===== src/rtl/fnv1a_linear_probe_hash_table_defines.svh =====
// assertion macros used by the hash table module
`ifndef FNV1A_LINEAR_PROBE_HASH_TABLE_DEFINES_SVH
`define FNV1A_LINEAR_PROBE_HASH_TABLE_DEFINES_SVH

// implication checked on every edge out of reset
`define FLPH_ASSERT_IMP(label, clk, rst_n, lhs, rhs, msg) \
    label: assert property (@(posedge clk) disable iff (!rst_n) (lhs) |-> (rhs)) \
        else $error(msg);

// implication whose consequent is checked in the cycle after the antecedent
`define FLPH_ASSERT_NEXT(label, clk, rst_n, lhs, rhs, msg) \
    label: assert property (@(posedge clk) disable iff (!rst_n) (lhs) |=> (rhs)) \
        else $error(msg);

`endif


===== src/rtl/flph_pkg.sv =====
package flph_pkg;

    localparam logic [63:0] FNV_BASIS = 64'hCBF29CE484222325;
    localparam logic [63:0] FNV_PRIME = 64'h00000100000001B3;

    localparam logic [2:0] ST_INSERTED  = 3'd0;
    localparam logic [2:0] ST_DUPLICATE = 3'd1;
    localparam logic [2:0] ST_FULL      = 3'd2;
    localparam logic [2:0] ST_FOUND     = 3'd3;
    localparam logic [2:0] ST_MISSING   = 3'd4;

    localparam logic KIND_INSERT = 1'b0;
    localparam logic KIND_FETCH  = 1'b1;

    // handshake between the sequencer and the hash unit
    typedef struct packed {
        logic start;
        logic busy;
        logic done;
    } t_hash_ctl;

endpackage


===== src/rtl/flph_hash.sv =====
// fnv-1a over one key byte per step; the prime multiply is split as
// h*prime = h + (h << 40) + (h << 8) + (h << 7) + (h << 5) + (h << 4) + (h << 1)
module flph_hash (
    input  logic                i_clk,
    input  logic                i_rst_n,
    input  logic                i_start,
    input  logic [63:0]         i_key,
    input  logic [3:0]          i_len,
    output flph_pkg::t_hash_ctl o_ctl,
    output logic [63:0]         o_hash
);

    logic        r_busy, n_busy;
    logic        r_done, n_done;
    logic [63:0] r_hash, n_hash;
    logic [63:0] r_key, n_key;
    logic [3:0]  r_left, n_left;
    logic [63:0] w_x;
    logic [63:0] w_mul;

    // one byte folded into the running hash
    assign w_x   = r_hash ^ {56'd0, r_key[7:0]};
    assign w_mul = w_x + (w_x << 40) + (w_x << 8) + (w_x << 7)
                 + (w_x << 5) + (w_x << 4) + (w_x << 1);

    always_comb begin
        n_busy = r_busy;
        n_done = 1'b0;
        n_hash = r_hash;
        n_key  = r_key;
        n_left = r_left;
        if (i_start) begin
            n_busy = 1'b1;
            n_hash = flph_pkg::FNV_BASIS;
            n_key  = i_key;
            n_left = i_len;
        end else if (r_busy) begin
            if (r_left == 4'd0) begin
                n_busy = 1'b0;
                n_done = 1'b1;
            end else begin
                n_hash = w_mul;
                n_key  = r_key >> 8;
                n_left = r_left - 4'd1;
            end
        end
    end

    always_ff @(posedge i_clk) begin
        if (!i_rst_n) begin
            r_busy <= 1'b0;
            r_done <= 1'b0;
        end else begin
            r_busy <= n_busy;
            r_done <= n_done;
        end
        r_hash <= n_hash;
        r_key  <= n_key;
        r_left <= n_left;
    end

    assign o_ctl.start = i_start;
    assign o_ctl.busy  = r_busy;
    assign o_ctl.done  = r_done;
    assign o_hash      = r_hash;

endmodule


===== config.mk =====
export PLATFORM = sky130hd
export DESIGN_NAME = flph_hash
export DESIGN_NICKNAME = d
export VERILOG_FILES = /design/src/rtl/fnv1a_linear_probe_hash_table_defines.svh /design/src/rtl/flph_pkg.sv /design/src/rtl/flph_hash.sv
export SDC_FILE = /design/constraint.sdc
export NUM_CORES = 1
export LEC_CHECK = 0
export BUFFER_PORTS_ARGS = -buffer_cell sky130_fd_sc_hd__buf_4
export CAP_MARGIN = 20
export CORE_MARGIN = 4
export CORE_UTILIZATION = 25
export CTS_CLUSTER_DIAMETER = 120
export DETAILED_ROUTE_END_ITERATION = 7
export GPL_ROUTABILITY_DRIVEN = 0
export PLACE_DENSITY = 0.44
export SLEW_MARGIN = 20
export SYNTH_ARGS = -nofsm -noshare
export SYNTH_HDL_FRONTEND = slang
export SYNTH_SLANG_ARGS = --single-unit

===== constraint.sdc =====
create_clock -name i_clk -period 5.2 [get_ports i_clk]
set_input_delay 0.52 -clock i_clk [delete_from_list [all_inputs] [get_ports i_clk]]
set_output_delay 0.52 -clock i_clk [all_outputs]
set_load 0.01 [all_outputs]

==> summary.md <==
| Metric | Value |
|---|---|
| Sequential area share after synthesis | `21.59%` |
| Synth Instances | `1594` |
| Critical Path AT | `5.33 ns` |
| Syn avg cell area | `9.772 um^2` |
| Pre-CTS setup slack | `-0.2437 ns` |
| Num CTS Buffers | `17` |
| Hpwl dp | `38360 um` |
| Max Fclk | `0.1999 GHz` |
| CP Class | `reg2reg` |
| Overall routed net length | `46900 um` |
| EDFF count, synth | `68` |
| Vias | `11786` |
| Syn. warnings | `0` |
| Crit-path cells | `clkinvlp_4 -> fa_1 -> inv_1 -> fa_1 -> fa_1 -> inv_1 -> fa_1 -> inv_1 -> ha_1 -> a21oi_2 -> o21ai_1 -> a31oi_2 -> o21ai_1 -> a221o_1 -> a21oi_2 -> o31ai_4 -> a31oi_2 -> xor2_1 -> o22ai_1` |
| Overall Global Routing Usage | `14.37%` |
| Crit path top cell by count | `fa_1` |
| Gr ovfl total | `0` |
| Ports | `138` |
| Filler Cell Count | `6578` |
| Port Buf Inserts | `137` |
| Clk slew on worst S/H paths | `0.07 ns` |
| Top cells by area in the synthesized netlist | `fa_1 31%, edfxtp_1 13%, inv_1 9.5%` |
| Initial Util | `25.24%` |
| CP peak stage delay | `0.57 ns` |
| Root Buffer Master | `clkbuf_16` |
| Post-layout minimum cycle time | `5.002 ns` |
| DRC | `0` |
| Die X | `257.6 um` |
| Synth async-reset ratio | `0%` |
| Post-DRT Antenna Nets | `0` |
| Global routing usage on met1 | `18.43%` |
| CTS sink cnt | `134` |
| GR Util met3 | `3.815%` |
| Crit path from | `o_hash[33]` |
| GRT Max-Usage Layer | `met2` |
| Worst reg2reg path startpoint | `o_hash[33]` |
| GR Util met2 | `24.13%` |
| Period utilisation layout | `96.19%` |
| Routed wire length per instance | `17.20 um` |
| CTS hold repair buffers | `0` |
| Vias per cell | `4.322` |
| Syn_nets | `2021` |
| CP Data Required Time | `5.53 ns` |
| Vias in the first global route | `12666` |
| H-Tree Depth | `4` |
| Area delta synth->final | `27.76%` |
| Initial antenna violation count | `2` |
| Largest net degree at the start of global routing | `81` |
| Iteration-0 DRC Markers | `556` |
| Final net count | `2304` |
| Synth top area share | `31.49%` |
| Slowest cell on crit path | `fa_1` |
| TritonCTS clock tree | `yes` |
| Die Area | `66360 um^2` |
| Layout cells sized above 1 | `27.78%` |
| Mapped cell area | `15580 um^2` |
| Die Y | `257.6 um` |
| Final WS setup | `0.1980 ns` |
| Pre-antenna DRT Iters | `5` |
| Synth cell types | `73` |
| Outcome | `finished clean` |
| Core Box Area | `61710 um^2` |
| Setup Skew | `0.01620 ns` |
| Slew margin rel. | `34.35%` |
| Crit path max-delay family | `adder cells` |
| Final Hold Viols | `0` |
| Max_cap viols | `0` |
| Max Transition Viols Final | `0` |
| Hold Path Origin | `i_rst_n` |
| Hold Path Class | `in2reg` |
| Skew-Pair Late Insertion Delay | `0.48 ns` |
| Least-Margin Pin Slew | `0.9847 ns` |
| Final Setup Violations | `0` |
| Register bit total from synthesis | `134` |
| Max clock buf depth | `2` |
| CP Capture Type | `register` |
| Number of diodes | `0` |
| Yosys top cell by area | `fa_1` |
| Global-route wire length before repair | `73080 um` |
| Crit path buffers/inverters | `4` |
| Std cell rows | `91` |
| Ys flop type | `edfxtp_1` |
| Startpoint types | `register` |
| Crit-path max FO | `6` |
-- per-layer routing --
layer / up-vias / share of wire, %
met1: 5818 / 44
met2: 289 / 48
met4: 4 / 1.5
li1: 5635 / -
met5: - / 0.045
met3: 40 / 6.2
-- cells by family after synthesis --
kind of cell,share of synthesized area (%)
AO/OA/AOI/OAI,11.01
XOR/XNOR,4.442
adder cells (fa/ha/maj),40.40
buffers and inverters,10.76
flip-flops,21.59
multiplexers,4.121
AND/OR/NAND/NOR,7.663
-- synthesized netlist by cell type, types with 3 or more instances --
master      n
a211oi_1    8
a21o_1     39
a21oi_1    94
a21oi_2     3
a22oi_1     5
a31oi_1     6
and2_1     18
and3_1      9
buf_2       5
buf_4       3
clkbuf_1   31
dfxtp_1    66
edfxtp_1   68
fa_1      245
ha_1      111
inv_1     396
mux2_2     57
nand2_1   113
nand3_1    19
nand4_1    13
nor2_1     59
nor2b_1     4
nor3_1     14
o211ai_1   14
o21a_1      6
o21ai_0    19
o21ai_1    22
o21bai_1    5
o22ai_1     8
o31ai_1     3
xnor2_1    52
xor2_1     27
-- final cells by class --
class | count | area [um^2] | area share [%]
Multi-Input combinational cell | 1020 | 10980 | 55.16
Sequential cell | 134 | 3397 | 17.07
Timing Repair Buffer | 306 | 2337 | 11.74
Inverter | 398 | 1548 | 7.777
Tap cell | 837 | 1047 | 5.262
Clock buffer | 17 | 425.4 | 2.138
Clock inverter | 15 | 167.7 | 0.8425
-- layout by cell type, fill, tap and decap left out, types with 19 or more instances in the layout --
master and n:
ha_1 94, a21oi_2 23, nand3_1 19, inv_1 378
nand2_1 108, mux2_2 57, o21ai_1 23, dfxtp_1 49
xnor2_1 50, buf_4 300, xor2_1 25, a21oi_1 72
edfxtp_1 68, a21o_1 39, nor2_1 54, fa_1 243
-- registers in the layout, summed over array words and instances (netlist names) --
signal	cells
r_done	1
r_left	4
r_busy	1
r_key	64
o_hash	64
-- path summary, 6_finish.rpt --
| path | slack, ns | cells after the start | endpoint |
|---|---|---|---|
| max | 0.20 | 19 | o_hash[58] |
| min | 0.25 | 2 | r_busy |
| max reg2reg | 0.20 | 19 | o_hash[58] |
| min reg2reg | 0.47 | 2 | o_hash[25] |
-- repair_timing --
| action | CTS | global route |
|---|---|---|
| endpoints found under the hold margin | 0 | 0 |
| gates resized for setup | 7 | 127 |
| pin swaps | 1 | 39 |
| buffers inserted | 0 | 63 |
| setup endpoints to repair | 12 | 30 |
-- through the flow --
stage | hold WS, ns | instances | TNS, ns | util, % | instance area [um^2]
floorplan | 0.4362 | 1594 | 0 | - | 15580
detailed placement | 0.4669 | 2633 | -0.9472 | 29.64 | 18290
global route | 0.2207 | 2727 | -0.1327 | 32.25 | 19900
global placement | 0.4588 | 2633 | -0.3524 | 29.64 | 18290
CTS | 0.2052 | 2665 | 0 | 30.67 | 18930
finish | 0.2490 | 2727 | 0 | 32.25 | 19900
Power is left out: the tool's default activity adds up to more than one toggle a clock period on the data nets, which glitch-free logic cannot reach.
